--- src/tet_pkg.sv ---
// shared types and codes of the timer event table
package tet_pkg;

  // command codes
  localparam logic [2:0] CMD_TICK      = 3'd0;
  localparam logic [2:0] CMD_ADD       = 3'd1;
  localparam logic [2:0] CMD_DELAY_AMT = 3'd2;
  localparam logic [2:0] CMD_DELAY_PER = 3'd3;
  localparam logic [2:0] CMD_SERVICE   = 3'd4;

  // status codes
  localparam logic [1:0] ST_OK       = 2'd0;
  localparam logic [1:0] ST_ACTIVE   = 2'd1;
  localparam logic [1:0] ST_INACTIVE = 2'd2;

  // slots executed by one service at most
  localparam int unsigned MAX_OUT = 8;

  typedef struct packed {
    logic [2:0]         command;
    logic [2:0]         slot;
    logic [31:0]        now;
    logic [31:0]        amount;
    logic signed [15:0] repeats;
    logic               start_enabled;
  } in_word_t;

  typedef struct packed {
    logic [2:0] slot_id;
    logic       fired;
    logic       will_run_again;
    logic [1:0] status;
    logic       last;
  } out_word_t;

endpackage

--- src/tet_ram.sv ---
// single-port-write synchronous ram with one registered read port
module tet_ram #(
  parameter int unsigned WIDTH = 8,
  parameter int unsigned DEPTH = 8
) (
  input  logic                     clk_i,
  input  logic                     we_i,
  input  logic [$clog2(DEPTH)-1:0] waddr_i,
  input  logic [WIDTH-1:0]         wdata_i,
  input  logic [$clog2(DEPTH)-1:0] raddr_i,
  output logic [WIDTH-1:0]         rdata_o
);

  logic [WIDTH-1:0] mem [DEPTH];

  always_ff @(posedge clk_i) begin
    if (we_i) begin
      mem[waddr_i] <= wdata_i;
    end
  end

  always_ff @(posedge clk_i) begin
    rdata_o <= mem[raddr_i];
  end

endmodule

--- src/timer_event_table.sv ---
// timer event table: periodic timer slots in a slot ram with a fifo of due slots
// an add or delay reads its record back in S_CMD, a tick walks every slot in S_SCAN
// and ends in S_ONE, a service alternates S_SRD and S_EXE for each executed slot;
// no new word is taken before S_IDLE, result words wait while the output is stalled,
// and add, delay and execute each make a read-modify-write trip through the single slot ram
// reset: all slots inactive, disabled and not pending, queue and tick count empty
module timer_event_table #(
  parameter int unsigned SLOTS     = 8,
  parameter int unsigned TIME_BITS = 32
) (
  input  logic              clk_i,
  input  logic              rst_ni,
  input  logic              in_valid_i,
  output logic              in_stall_o,
  input  tet_pkg::in_word_t in_word_i,
  output logic              out_valid_o,
  input  logic              out_stall_i,
  output tet_pkg::out_word_t out_word_o
);

  localparam int unsigned IdxW = $clog2(SLOTS);
  localparam int unsigned CntW = $clog2(SLOTS + 1);
  // slot record: due time, period, repeats left
  localparam int unsigned RecW = 2 * TIME_BITS + 16;

  // controller states
  localparam logic [2:0] S_IDLE = 3'd0;  // waiting for a word
  localparam logic [2:0] S_SCAN = 3'd1;  // tick walks the slots
  localparam logic [2:0] S_CMD  = 3'd2;  // add or delay, record read back
  localparam logic [2:0] S_SRD  = 3'd3;  // queue entry read back, fetch its slot
  localparam logic [2:0] S_EXE  = 3'd4;  // execute one queued slot
  localparam logic [2:0] S_ONE  = 3'd5;  // single plain result word

  logic [2:0]         state_q, state_d;
  tet_pkg::in_word_t  in_q;
  logic [IdxW-1:0]    scan_idx_q, scan_idx_d;
  logic [IdxW-1:0]    exe_idx_q, exe_idx_d;
  logic [2:0]         n_q, n_d;
  logic [IdxW-1:0]    head_q, head_d;
  logic [CntW-1:0]    count_q, count_d;
  logic [31:0]        tick_q, tick_d;
  logic [SLOTS-1:0]   active_q, active_d;
  logic [SLOTS-1:0]   enabled_q, enabled_d;
  logic [SLOTS-1:0]   pending_q, pending_d;
  logic               out_valid_q, out_valid_d;
  tet_pkg::out_word_t out_q, out_d;

  // slot ram ports
  logic            srm_we;
  logic [IdxW-1:0] srm_waddr, srm_raddr;
  logic [RecW-1:0] srm_wdata, srm_rdata;
  // queue ram ports
  logic            qrm_we;
  logic [IdxW-1:0] qrm_waddr, qrm_wdata, qrm_rdata;

  logic                 in_accept;
  logic                 out_free;
  logic [TIME_BITS-1:0] r_due, r_per, now_t, amt_t, diff;
  logic signed [15:0]   r_rep;
  logic                 r_live, in_live;
  logic                 in_range;
  logic [IdxW-1:0]      cmd_idx;
  logic [IdxW:0]        tail_sum;
  logic [IdxW-1:0]      tail;

  // record fields as read back from the slot ram
  assign r_due = srm_rdata[RecW-1 -: TIME_BITS];
  assign r_per = srm_rdata[16 +: TIME_BITS];
  assign r_rep = srm_rdata[15:0];
  assign r_live  = (r_rep > 16'sd0) || (r_rep == -16'sd1);
  assign in_live = (in_q.repeats > 16'sd0) || (in_q.repeats == -16'sd1);

  assign now_t    = TIME_BITS'(in_q.now);
  assign amt_t    = TIME_BITS'(in_q.amount);
  assign in_range = 32'(in_q.slot) < 32'(SLOTS);
  assign cmd_idx  = IdxW'(in_q.slot);

  // wrap-aware due check: reached when now - due lies in the lower half
  assign diff = now_t - r_due;

  // fifo tail, head + count folded back into the slot range
  assign tail_sum = {1'b0, head_q} + (IdxW + 1)'(count_q);
  assign tail     = (tail_sum >= (IdxW + 1)'(SLOTS)) ?
                    IdxW'(tail_sum - (IdxW + 1)'(SLOTS)) : IdxW'(tail_sum);

  // a new word is taken only when idle, a waiting result does not block it
  assign in_stall_o = (state_q != S_IDLE);
  assign in_accept  = in_valid_i && !in_stall_o;
  assign out_free   = !out_valid_q || !out_stall_i;

  always_comb begin
    logic [TIME_BITS-1:0] new_due;
    logic signed [15:0]   new_rep;
    logic                 new_en;

    state_d    = state_q;
    scan_idx_d = scan_idx_q;
    exe_idx_d  = exe_idx_q;
    n_d        = n_q;
    head_d     = head_q;
    count_d    = count_q;
    tick_d     = tick_q;
    active_d   = active_q;
    enabled_d  = enabled_q;
    pending_d  = pending_q;
    out_d      = out_q;
    out_valid_d = out_valid_q && out_stall_i;
    srm_we     = 1'b0;
    srm_waddr  = cmd_idx;
    srm_wdata  = srm_rdata;
    srm_raddr  = '0;
    qrm_we     = 1'b0;
    qrm_waddr  = tail;
    qrm_wdata  = scan_idx_q;
    new_due    = r_due;
    new_rep    = r_rep;
    new_en     = 1'b0;

    case (state_q)
      S_IDLE: begin
        srm_raddr = (in_word_i.command == tet_pkg::CMD_TICK) ? '0 : IdxW'(in_word_i.slot);
        if (in_accept) begin
          case (in_word_i.command)
            tet_pkg::CMD_TICK: begin
              scan_idx_d = '0;
              state_d    = S_SCAN;
            end
            tet_pkg::CMD_ADD,
            tet_pkg::CMD_DELAY_AMT,
            tet_pkg::CMD_DELAY_PER: begin
              state_d = S_CMD;
            end
            tet_pkg::CMD_SERVICE: begin
              // queue ram is already being read at the head
              if (tick_q == 32'd0 || count_q == '0) begin
                state_d = S_ONE;
              end else begin
                n_d     = '0;
                state_d = S_SRD;
              end
            end
            default: begin
              state_d = S_ONE;
            end
          endcase
        end
      end

      S_SCAN: begin
        srm_raddr = scan_idx_q + IdxW'(1);
        if (active_q[scan_idx_q] && enabled_q[scan_idx_q] && !pending_q[scan_idx_q] &&
            !diff[TIME_BITS-1]) begin
          qrm_we               = 1'b1;
          count_d              = count_q + CntW'(1);
          pending_d[scan_idx_q] = 1'b1;
        end
        if (scan_idx_q == IdxW'(SLOTS - 1)) begin
          tick_d  = tick_q + 32'd1;
          state_d = S_ONE;
        end else begin
          scan_idx_d = scan_idx_q + IdxW'(1);
        end
      end

      S_CMD: begin
        srm_raddr = cmd_idx;
        if (out_free) begin
          out_d.slot_id        = in_q.slot;
          out_d.fired          = 1'b0;
          out_d.last           = 1'b1;
          out_d.status         = tet_pkg::ST_OK;
          out_d.will_run_again = 1'b0;
          if (in_q.command == tet_pkg::CMD_ADD) begin
            if (!in_range) begin
              out_d.status = tet_pkg::ST_INACTIVE;
            end else if (active_q[cmd_idx]) begin
              out_d.status         = tet_pkg::ST_ACTIVE;
              out_d.will_run_again = enabled_q[cmd_idx] && r_live;
            end else begin
              // claim the slot, a disabled add keeps the old due time
              new_due              = in_q.start_enabled ? now_t + amt_t : r_due;
              srm_we               = 1'b1;
              srm_wdata            = {new_due, amt_t, in_q.repeats};
              active_d[cmd_idx]    = 1'b1;
              enabled_d[cmd_idx]   = in_q.start_enabled;
              out_d.will_run_again = in_q.start_enabled && in_live;
            end
          end else begin
            if (!in_range || !active_q[cmd_idx]) begin
              out_d.status         = tet_pkg::ST_INACTIVE;
              out_d.will_run_again = in_range && enabled_q[cmd_idx] && r_live;
            end else begin
              if (in_q.command == tet_pkg::CMD_DELAY_AMT) begin
                // a disabled slot restarts from now
                new_due = (enabled_q[cmd_idx] ? r_due : now_t) + amt_t;
              end else begin
                new_due = now_t + r_per;
              end
              srm_we               = 1'b1;
              srm_wdata            = {new_due, r_per, r_rep};
              enabled_d[cmd_idx]   = 1'b1;
              out_d.will_run_again = r_live;
            end
          end
          out_valid_d = 1'b1;
          state_d     = S_IDLE;
        end
      end

      S_SRD: begin
        srm_raddr = qrm_rdata;
        exe_idx_d = qrm_rdata;
        state_d   = S_EXE;
      end

      S_EXE: begin
        srm_raddr = exe_idx_q;
        srm_waddr = exe_idx_q;
        if (out_free) begin
          new_en = enabled_q[exe_idx_q];
          if (enabled_q[exe_idx_q] && r_rep > 16'sd0) begin
            new_rep = r_rep - 16'sd1;
          end else if (!(enabled_q[exe_idx_q] && r_rep == -16'sd1)) begin
            // run out or disabled: disarm
            new_en  = 1'b0;
            new_due = '0;
          end
          srm_we               = 1'b1;
          srm_wdata            = {new_due, r_per, new_rep};
          enabled_d[exe_idx_q] = new_en;
          pending_d[exe_idx_q] = 1'b0;
          head_d  = (head_q == IdxW'(SLOTS - 1)) ? '0 : head_q + IdxW'(1);
          count_d = count_q - CntW'(1);
          n_d     = n_q + 3'd1;
          out_d.slot_id        = 3'(exe_idx_q);
          out_d.fired          = 1'b1;
          out_d.will_run_again = new_en && ((new_rep > 16'sd0) || (new_rep == -16'sd1));
          out_d.status         = tet_pkg::ST_OK;
          out_d.last           = (count_q == CntW'(1)) || (n_q == 3'(tet_pkg::MAX_OUT - 1));
          out_valid_d          = 1'b1;
          state_d              = out_d.last ? S_IDLE : S_SRD;
        end
      end

      S_ONE: begin
        if (out_free) begin
          out_d       = '0;
          out_d.last  = 1'b1;
          out_valid_d = 1'b1;
          state_d     = S_IDLE;
        end
      end

      default: begin
        state_d = S_IDLE;
      end
    endcase
  end

  always_ff @(posedge clk_i or negedge rst_ni) begin
    if (!rst_ni) begin
      state_q     <= S_IDLE;
      scan_idx_q  <= '0;
      exe_idx_q   <= '0;
      n_q         <= '0;
      head_q      <= '0;
      count_q     <= '0;
      tick_q      <= '0;
      active_q    <= '0;
      enabled_q   <= '0;
      pending_q   <= '0;
      out_valid_q <= 1'b0;
    end else begin
      state_q     <= state_d;
      scan_idx_q  <= scan_idx_d;
      exe_idx_q   <= exe_idx_d;
      n_q         <= n_d;
      head_q      <= head_d;
      count_q     <= count_d;
      tick_q      <= tick_d;
      active_q    <= active_d;
      enabled_q   <= enabled_d;
      pending_q   <= pending_d;
      out_valid_q <= out_valid_d;
    end
  end

  // payload registers
  always_ff @(posedge clk_i) begin
    if (in_accept) begin
      in_q <= in_word_i;
    end
    out_q <= out_d;
  end

  // due time, period and repeats of every slot
  tet_ram #(
    .WIDTH (RecW),
    .DEPTH (SLOTS)
  ) u_slot_ram (
    .clk_i   (clk_i),
    .we_i    (srm_we),
    .waddr_i (srm_waddr),
    .wdata_i (srm_wdata),
    .raddr_i (srm_raddr),
    .rdata_o (srm_rdata)
  );

  // fifo of pending slots, read continuously at the next head
  tet_ram #(
    .WIDTH (IdxW),
    .DEPTH (SLOTS)
  ) u_queue_ram (
    .clk_i   (clk_i),
    .we_i    (qrm_we),
    .waddr_i (qrm_waddr),
    .wdata_i (qrm_wdata),
    .raddr_i (head_d),
    .rdata_o (qrm_rdata)
  );

  assign out_valid_o = out_valid_q;
  assign out_word_o  = out_q;

endmodule
--- config.mk ---
export PLATFORM = sky130hd
export DESIGN_NAME = timer_event_table
export DESIGN_NICKNAME = d
export VERILOG_FILES = /design/src/tet_pkg.sv /design/src/tet_ram.sv /design/src/timer_event_table.sv
export SDC_FILE = /design/constraint.sdc
export NUM_CORES = 2
export LEC_CHECK = 0
export BUFFER_PORTS_ARGS = -buffer_cell sky130_fd_sc_hd__clkbuf_2
export CAP_MARGIN = 20
export CORE_UTILIZATION = 45
export CTS_CLUSTER_DIAMETER = 150
export CTS_CLUSTER_SIZE = 25
export DETAILED_ROUTE_END_ITERATION = 16
export PLACE_DENSITY = 0.58
export SLEW_MARGIN = 10
export SYNTH_ARGS = -nofsm -noshare
export SYNTH_HDL_FRONTEND = slang
export SYNTH_SLANG_ARGS = --single-unit
--- constraint.sdc ---
create_clock -name clk_i -period 9.3 [get_ports clk_i]
set_input_delay 0.465 -clock clk_i [delete_from_list [all_inputs] [get_ports clk_i]]
set_output_delay 0.465 -clock clk_i [all_outputs]
set_load 0.1 [all_outputs]
==> impl_results.md <==
- Status: complete, no violations
- Clock Root Buffer: clkbuf_16
- First-pass GRT wire length: 178 mm
- Detailed Route Iter0 Violations: 2839
- Leakage: 17.6 nW
- Antenna Nets Post-Route: 0
- Crit path cell chain: nor2b_1 -> o2bb2ai_1 -> nand2_1 -> o211ai_1 -> buf_4 -> mux2_2 -> ha_1 -> o21ai_0 -> o211ai_1 -> nand2_1 -> o311ai_0 -> o211a_1 -> nand4_1 -> a31oi_1 -> nor3b_1 -> a31o_2 -> o211ai_1
- Post-Place Setup Slack: 3.56 ns
- Synth unique cells: 84
- CP endpoint: u_slot_ram.mem[5][79]$_DFFE_PP_
- HP Class: input port to flop
- Final GP Congestion: 0.939
- Die height: 311 microns
- Fin. Hold Viols: 0
- Width of the die: 311 microns
- Avg Synthesized Cell Area: 10.9 sq um
- Setup_tns: 0 ns
- H-tree depth: 2
- Clock Skew: 0.0363 ns
- Synthesized area: 43100 sq um
- Crit. Startpoint: cmd_idx[1]$_DFFE_PP_
- Grt met2 use: 39.3%
- Initial antenna violation count: 0
- Relative slew slack: 24.0%
- Dpl hpwl: 71.5 mm
- Post-synth EDFFs: 759
- Worst setup EP type: flop
- Family with the most delay on the worst path: compound AO/OA/AOI/OAI gates
- ANT cells: 0
- Most common flop cell mapped by yosys: edfxtp_1
- Post-DP Area: 44900 sq um
- M1 GR Usage: 33.9%
- TritonCTS buffer count: 43
- Via/cell ratio: 5.69
- R2r setup slk: 3.31 ns
- VDD IR-drop max: 0.796 mV
- Layout Utilization: 49.5%
- RSZ-0062 raised after global routing: no
- Worst setup SP type: flop
- Drt drc: 0
- Die Footprint: 97000 sq um
- Critical Path RT: 9.67 ns
- Hold-fix buffers, CTS: 80
- Placed Cells: 5156
- # rows: 113
- Worst Path Buf+Inv: 1
- Largest net degree at the start of global routing: 181
- Floorplan core area: 94900 sq um
- Met3 Usage GRT: 2.40%
- Minimum clock period: 5.99 ns
- Post-synthesis async set-or-reset flop share: 8.28%
- GRT Util Overall: 24.0%
- Sequential share of the synthesized area: 61.2%
- Initial Util: 45.4%
- Postcts setup bufs: 0
- Worst R2R Start: cmd_idx[1]$_DFFE_PP_
- Share of layout cells above drive strength 1: 6.77%
- Sink Count: 918
- Syn Inst Count: 3950
- Vias: 30300
- Worst-path clk slew: 0.11 ns
- Crit path depth: 17
- Final Slew Violations: 0
- RR Endpoint: u_slot_ram.mem[5][79]$_DFFE_PP_
- Critical Path AT: 6.36 ns
- Pwr Total: 16.9 mW
- Critical-path top delay cell: o311ai_0
- Gr busiest metal: met2
- Routed len/inst: 22.1 microns
- Clk_lat worst skew: 0.67 ns
- DR pass1 iterations: 5
- Nets: 4257
- Final std cells w/o fill: 5315
- Endpoints failing setup: 0
- IO Count: 101
- Pwr Density: 360 nW/um^2
- Syn Nets: 4190
- Area of the multi-input gates: 15800 sq um
- R2R depth: 17
- Clock buffer depth: 3
- Smallest setup slack after layout: 3.31 ns
- Total grt overflow: 0
- Filler Cell Count: 8608
- Hold WS: 0.0324 ns
- Area growth syn-to-layout: 9.05%
- FF/Latch Area: 26400 sq um
- Max-cap violations: 0
- Synth warn: 0
- WL final: 118 mm
- CTS resizes: 0
- Critical path class: flop to flop
- Least-Margin Pin Slew: 1.13 ns
- I/O Buffers: 100
- FF+latch count, synth: 918
- Fin crit share: 64.4%
- Design Area, Final: 47000 sq um
- CTS tree: built
- Fmax: 167 MHz
- Vias in the first global route: 28700
- CP Max Fanout: 33
- Crit path top cell by count: o211ai_1
- Worst path max stage delay: 0.72 ns
## registers in the layout (all words and copies together) (netlist names)
signal,flops
pending_q,8
n_q,3
now_t,32
count_q,4
amt_t,32
active_q,8
u_slot_ram.rdata_o,80
enabled_q,8
head_q,3
state_q,3
out_word_o,8
in_q,20
u_queue_ram.rdata_o,3
exe_idx_q,3
qrm_wdata,3
u_queue_ram.mem,24
u_slot_ram.mem,640
out_valid_o,1
tick_q,32
cmd_idx,3
## per-layer routing
| metal | part of all wire (%) | wire length (microns) |
|---|---|---|
| met1 | 46 | 53900 |
| met2 | 47 | 55900 |
| met3 | 4.4 | 5150 |
| met4 | 2.3 | 2760 |
| met5 | 0 | 0 |
## layout make-up
| cell class | instances | share of cell area (%) |
|---|---|---|
| Sequential cell | 918 | 56.1 |
| Clock buffer | 73 | 2.57 |
| Multi-Input combinational cell | 2762 | 33.7 |
| Clock inverter | 5 | 0.141 |
| Tap cell | 1265 | 3.37 |
| Inverter | 68 | 0.543 |
| Timing Repair Buffer | 224 | 3.63 |
## placed cells by master (no fill, tap or decap), types with 20 or more instances in the layout
cell	n
nand2_1	974
edfxtp_1	759
nand3_1	444
o21ai_0	196
ha_1	145
nor2_1	123
a21oi_1	122
clkbuf_2	99
xnor2_1	86
dfxtp_1	83
dlygate4sd3_1	80
dfrtp_1	76
inv_1	66
a21o_1	54
nor3_1	47
clkbuf_16	44
xor2_1	43
buf_4	40
mux2_2	38
nand4_1	35
a211oi_1	32
clkbuf_1	29
mux2i_1	24
and3_1	24
a31oi_1	21
a22oi_1	20
## synthesized netlist by cell type (9+ instances only)
cell type  count  area [sq um]
nand2_1      975          3660
edfxtp_1     759         22800
nand3_1      444          2220
o21ai_0      196           981
clkbuf_1     162           608
ha_1         145          1810
nor2_1       132           495
a21oi_1      124           621
xnor2_1       86           753
dfxtp_1       83          1660
dfrtp_1       76          1900
inv_1         66           248
a21o_1        55           413
nor3_1        47           235
xor2_1        43           377
mux2_2        38           428
nand4_1       35           219
a211oi_1      33           248
buf_1         25          93.8
and3_1        24           150
mux2i_1       24           240
a31oi_1       21           131
a22oi_1       20           150
a22o_1        19           166
nand2b_1      19           119
nor4_1        19           119
o22ai_1       19           119
o211ai_1      18           135
o21bai_1      18           135
nor2b_1       17           106
a221oi_1      14           123
and2_1        13          81.3
a221o_1       11           110
buf_2         11          55.1
o21a_1        11          82.6
o31ai_1       11          82.6
or3_1         11          68.8
a31o_2         9          78.8
nand3b_1       9          67.6
## logic make-up (layout without fill, tap and decap cells)
group | Yosys count | in the layout | synth area share (%)
and+or+nand+nor | 1781 | 1781 | 18.2
DFF | 918 | 918 | 61.2
AOI/OAI and AO/OA | 640 | 640 | 9.59
buffers and inverters | 270 | 370 | 2.43
adders and majority gates | 149 | 149 | 4.40
xor gates and xnor gates | 129 | 129 | 2.62
muxes | 63 | 63 | 1.60
## worst min path at each step
| stage | start | endpoint | slack, ns | cells past startpoint |
|---|---|---|---|---|
| floorplan | rst_ni | active_q[0]$_DFFE_PN0P_ | 0.17 | 0 |
| global placement | tick_q[31]$_DFFE_PN0P_ | tick_q[31]$_DFFE_PN0P_ | 0.46 | 1 |
| detailed placement | count_q[3]$_DFFE_PN0P_ | count_q[3]$_DFFE_PN0P_ | 0.47 | 1 |
| CTS | in_word_i[82] | cmd_idx[1]$_DFFE_PP_ | 0.002 | 1 |
| finish | in_word_i[66] | now_t[17]$_DFFE_PP_ | 0.03 | 1 |
| global route | in_word_i[66] | now_t[17]$_DFFE_PP_ | 0.01 | 1 |
## where the power goes
part | switching [mW] | leakage, nW | internal (mW) | total [mW]
Clock | 1.28 | 0.606 | 0.911 | 2.19
Combinational | 5.72 | 8.45 | 2.77 | 8.49
Sequential | 0.631 | 8.58 | 5.60 | 6.23
Total | 7.63 | 17.6 | 9.28 | 16.9
Power figures use the tool's default switching activity.
